--- src/design/acs_pkg.sv ---
// Package with shared types, constants and codes of the ADC channel calibrate and scale block.
package acs_pkg;

  // Default values of the top-level parameters.
  localparam int CHANNELS_DEF      = 16;
  localparam int FRACTION_BITS_DEF = 32;

  // Fixed field widths.
  localparam int RAW_W     = 32;
  localparam int COEF_W    = 48;
  localparam int VAL_W     = 64;
  localparam int BUF_W     = 32;
  localparam int TOTAL_W   = 48;
  localparam int CC_W      = 5;
  localparam int CH_OUT_W  = 4;
  localparam int KIND_W    = 2;
  localparam int CFG_W     = 32;
  localparam int CFG_IDX_W = 3;

  // Exact product of a coefficient and a 64-bit value.
  localparam int ACC_W = COEF_W + VAL_W;

  // Partial-product split of the shared multiplier: two halves of each operand.
  localparam int A_SPLIT   = COEF_W / 2;
  localparam int B_SPLIT   = VAL_W / 2;
  localparam int A_PART_W  = (COEF_W - A_SPLIT) + 1;
  localparam int B_PART_W  = (VAL_W - B_SPLIT) + 1;
  localparam int PP_W      = A_PART_W + B_PART_W;
  localparam int MUL_STEPS = 4;
  localparam int STEP_W    = 3;
  localparam int SEL_W     = 2;
  localparam int SHIFT_W   = $clog2(ACC_W);

  typedef enum logic [0:0] {
    OP_PROCESS = 1'b0,
    OP_LOAD    = 1'b1
  } op_e;

  typedef enum logic [KIND_W-1:0] {
    KIND_CAL_SLOPE    = 2'd0,
    KIND_CAL_OFFSET   = 2'd1,
    KIND_SCALE_SLOPE  = 2'd2,
    KIND_SCALE_OFFSET = 2'd3
  } kind_e;

  typedef enum logic [CFG_IDX_W-1:0] {
    CFG_SAMPLE_IS_32BIT = 3'd0,
    CFG_RAW_PASSTHROUGH = 3'd1,
    CFG_CHANNEL_COUNT   = 3'd2,
    CFG_BUFFER_LENGTH   = 3'd3,
    CFG_RECYCLE_MODE    = 3'd4
  } cfg_idx_e;

  typedef enum logic [2:0] {
    ST_IDLE,
    ST_CAL_MUL,
    ST_CAL_FIN,
    ST_SCALE_MUL,
    ST_SCALE_FIN
  } state_e;

  // Commands from the controller to the datapath.
  typedef struct packed {
    logic             accept;     // input transfer may take place this cycle
    logic             mul_scale;  // multiplier operands: 1 scale stage, 0 calibration stage
    logic             mul_pp;     // form one partial product
    logic [SEL_W-1:0] mul_sel;    // which operand halves form it
    logic             mul_acc;    // add the registered partial product
    logic             cal_fin;    // finish calibration stage into the count register
    logic             scale_fin;  // finish scale stage into the output register
  } cmd_t;

  // Status from the datapath to the controller.
  typedef struct packed {
    logic passthrough;
    logic out_free;
  } status_t;

endpackage

--- src/design/acs_ctrl.sv ---
// Controller state machine that sequences the two multiply-add stages of one sample.
module acs_ctrl
  import acs_pkg::*;
(
  input  logic    clk_i,
  input  logic    rst_ni,
  input  logic    in_valid_i,
  input  logic    operation_i,
  input  status_t status_i,
  output logic    in_stall_o,
  output cmd_t    cmd_o
);

  state_e state_q, state_d;
  logic [STEP_W-1:0] step_q, step_d;
  logic mul_last;

  assign mul_last = (step_q == STEP_W'(MUL_STEPS));

  always_ff @(posedge clk_i or negedge rst_ni) begin
    if (!rst_ni) begin
      state_q <= ST_IDLE;
      step_q  <= '0;
    end else begin
      state_q <= state_d;
      step_q  <= step_d;
    end
  end

  // Next state and step counter.
  always_comb begin
    state_d = state_q;
    step_d  = '0;
    unique case (state_q)
      ST_IDLE: begin
        if (in_valid_i && (operation_i == OP_PROCESS)) begin
          state_d = status_i.passthrough ? ST_CAL_FIN : ST_CAL_MUL;
        end
      end
      ST_CAL_MUL: begin
        if (mul_last) begin
          state_d = ST_CAL_FIN;
        end else begin
          step_d = step_q + STEP_W'(1);
        end
      end
      ST_CAL_FIN: begin
        state_d = ST_SCALE_MUL;
      end
      ST_SCALE_MUL: begin
        if (mul_last) begin
          state_d = ST_SCALE_FIN;
        end else begin
          step_d = step_q + STEP_W'(1);
        end
      end
      ST_SCALE_FIN: begin
        if (status_i.out_free) begin
          state_d = ST_IDLE;
        end
      end
      default: begin
        state_d = ST_IDLE;
      end
    endcase
  end

  // Commands.
  always_comb begin
    cmd_o      = '0;
    in_stall_o = 1'b1;
    unique case (state_q)
      ST_IDLE: begin
        in_stall_o   = 1'b0;
        cmd_o.accept = in_valid_i;
      end
      ST_CAL_MUL, ST_SCALE_MUL: begin
        cmd_o.mul_scale = (state_q == ST_SCALE_MUL);
        cmd_o.mul_pp    = !mul_last;
        cmd_o.mul_sel   = step_q[SEL_W-1:0];
        cmd_o.mul_acc   = (step_q != '0);
      end
      ST_CAL_FIN: begin
        cmd_o.cal_fin = 1'b1;
      end
      ST_SCALE_FIN: begin
        cmd_o.scale_fin = status_i.out_free;
      end
      default: begin
        cmd_o = '0;
      end
    endcase
  end

endmodule

--- config.mk ---
export PLATFORM = sky130hd
export DESIGN_NAME = acs_ctrl
export DESIGN_NICKNAME = d
export VERILOG_FILES = /design/src/design/acs_pkg.sv /design/src/design/acs_ctrl.sv
export SDC_FILE = /design/constraint.sdc
export NUM_CORES = 1
export LEC_CHECK = 0
export BUFFER_PORTS_ARGS = -buffer_cell sky130_fd_sc_hd__buf_4
export CAP_MARGIN = 20
export CORE_AREA = 2 2 39 41
export CTS_CLUSTER_DIAMETER = 200
export DETAILED_ROUTE_END_ITERATION = 7
export DIE_AREA = 0 0 41 43
export GPL_TIMING_DRIVEN = 1
export SLEW_MARGIN = 15
export SYNTH_ARGS = -nofsm -noshare
export SYNTH_HDL_FRONTEND = slang
export SYNTH_SLANG_ARGS = --single-unit
--- constraint.sdc ---
create_clock -name clk_i -period 1.7 [get_ports clk_i]
set_input_delay 0.17 -clock clk_i [delete_from_list [all_inputs] [get_ports clk_i]]
set_output_delay 0.17 -clock clk_i [all_outputs]
set_load 0.01 [all_outputs]
==> reports/qor.csv <==
metric,value,unit
Worst Setup End Kind,primary output,
Post-Syn Area,357,um^2
global-route total usage across every layer,9.10,%
Synth Instances,38,
"Period Utilization, post-route",86.7,%
crit-path cells,"or3_1, nor2_1, buf_4",
Initial Util,25.8,%
"Hold Vio Cnt, Final",0,
Max IR drop VDD,0.677,mV
Startpoint Class,flip-flop,
synthesized area per cell,9.38,um^2
CP max-delay cell,dfrtp_1,
Die Height,43,um
PortBufs,14,
fin util,37.2,%
DP Wirelength,548,um
initial antenna violation count,0,
run status,"complete, no violations",
power per standard cell area,1790,nW/um^2
R2R Path End,state_q[1],
final setup fails,0,
"commonest non-fill, non-tap cells in the layout","buf_4 (14), inv_1 (6), dfrtp_1 (6)",
Final Max Tran Viols,0,
synth warn,0,
CP bufs+invs,1,
Syn Nets,46,
row cnt,14,
Clock transition at path regs,0.04,ns
global-route wire length before repair,1.06,mm
drt first-iter violations,2,
DR WL/cell,10.0,um
vias in the first global route,258,
min-delay src,status_i[1],
worst r2r src,step_q[0],
CTS Buffer Depth,2,
Final min period,1.47,ns
Placer Congestion,0.711,
WP data arrival,1.30,ns
Die ar.,1760,um^2
CP top delay family,simple AND/OR/NAND/NOR gates,
Tot Pwr,0.920,mW
WL final,723,um
"commonest non-fill, non-tap cell in the layout",buf_4,
Crit Path Class,reg2out,
Max Clock Freq,679,MHz
CTS root buffer,clkbuf_4,
Final #Nets,66,
Fin Setup TNS,0,ns
cell depth of the worst hold path,3,
First-pass DRT Iterations,3,
final antenna-violating net count,0,
PostCTS Resize Cnt,0,
"Clk Latency, worst-skew pair",0.24,ns
drt via density,4.53,
worst reg2reg setup slack,0.37,ns
crit-path max FO,7,
GR Overflow Total,0,
worst path required time,1.53,ns
layout cell share with drive strength beyond 1,32.1,%
Reg2Reg Depth,4,
max_cap viols,0,
relative slew slack,82.3,%
WHS,0.234,ns
IO Pins,15,
Max stage delay on crit path,0.44,ns
Antenna Diode Count,0,
core area,1380,um^2
RSZ-0062 raised after global routing,false,
total CTS buffers,3,
H-tree Lvls,1,
Leak,0.258,nW
CTS tree,done,
CTS sink cnt,6,
sequential fraction of the synthesis area,42.1,%
Cell variety after synth,17,
post-CTS setup buffer count,0,
largest net degree at the start of global routing,9,
Hold EP,state_q[0],
worst-margin pin slew,0.261,ns
Final Skew,0.00122,ns
Layout area overhead,44.2,%
HP Class,in2reg,
via count,326,
Synth Register Bits,6,
worst setup margin,0.227,ns
"worst slack, placed",0.378,ns
die span in x,41,um
Remaining DRCs,0,
==> layer usage <==
layer  GRT usage, %  wire length [um]  vias up
met1           12.2               343      148
met2           11.9               332        9
met5              0                 0        -
li1               -                 -      169
met4           6.00                 0        0
met3           3.14                47        0
==> metrics by stage <==
stage	cell area, um^2	cells
floorplan	357	38
global placement	482	68
detailed placement	482	68
CTS	514	72
global route	514	72
finish	514	72
==> registers in the layout (all words and copies together) (netlist names) <==
register	flops
state_q	3
step_q	3
==> cell usage after synthesis, drive strengths merged <==
library cell	number	area share (%)
nor2	5	5.3
a41oi	1	2.5
or3b	2	4.9
ha	2	7.0
inv	6	6.3
o31a	1	2.5
nor4bb	1	2.8
nor2b	2	3.5
dfrtp	6	42
and3	2	3.5
a211oi	2	5.6
and2	1	1.8
nand2b	2	3.5
a21oi	3	4.2
or3	1	1.8
a32o	1	2.8
==> report_power, final <==
| group | switching, mW | total (mW) | internal, mW | leakage, nW |
|---|---|---|---|---|
| Combinational | 0.246 | 0.515 | 0.269 | 0.172 |
| Clock | 0.0470 | 0.127 | 0.0796 | 0.0138 |
| Sequential | 0.0717 | 0.278 | 0.207 | 0.0722 |
| Total | 0.365 | 0.920 | 0.555 | 0.258 |
==> worst register-to-register path: stages (launching register included) <==
cell and delay (ns):
dfrtp_1 0.37, inv_1 0.07, ha_1 0.26, and3_1 0.24
o31a_1 0.28
==> timing repair <==
action                     4_1_cts  5_1_grt
hold buffers                     1        0
hold endpoints to repair         6        0
setup endpoints to repair        0        0
==> cells by family (layout without fill, tap and decap cells) <==
| family | after synthesis | after routing | share of synthesized area [%] |
|---|---|---|---|
| AND/OR/NAND/NOR | 16 | 16 | 27.0 |
| AO/OA/AOI/OAI | 8 | 8 | 17.5 |
| flip-flops | 6 | 6 | 42.1 |
| buffers and inverters | 6 | 24 | 6.32 |
| adder cells (fa/ha/maj) | 2 | 2 | 7.02 |
==> final cells by class <==
class                           instances  area, um^2
Timing Repair Buffer                   15         115
Inverter                                6        22.5
Tap cell                               16        20.0
Clock buffer                            3        22.5
Sequential cell                         6         150
Multi-Input combinational cell         26         184
Fill cell                             147         870
==> worst max-delay path by stage <==
stage | from | end | slack [ns] | cells after the start
3_3_place_gp | step_q[0] | state_q[1] | 0.43 | 4
2_1_floorplan | step_q[0] | state_q[1] | 0.46 | 4
5_1_grt | state_q[2] | cmd_o[7] | 0.16 | 3
6_report | state_q[2] | cmd_o[7] | 0.23 | 3
4_1_cts | state_q[2] | cmd_o[7] | 0.22 | 3
3_5_place_dp | step_q[0] | state_q[1] | 0.38 | 4
No activity file was read; power rests on OpenSTA's default activity.
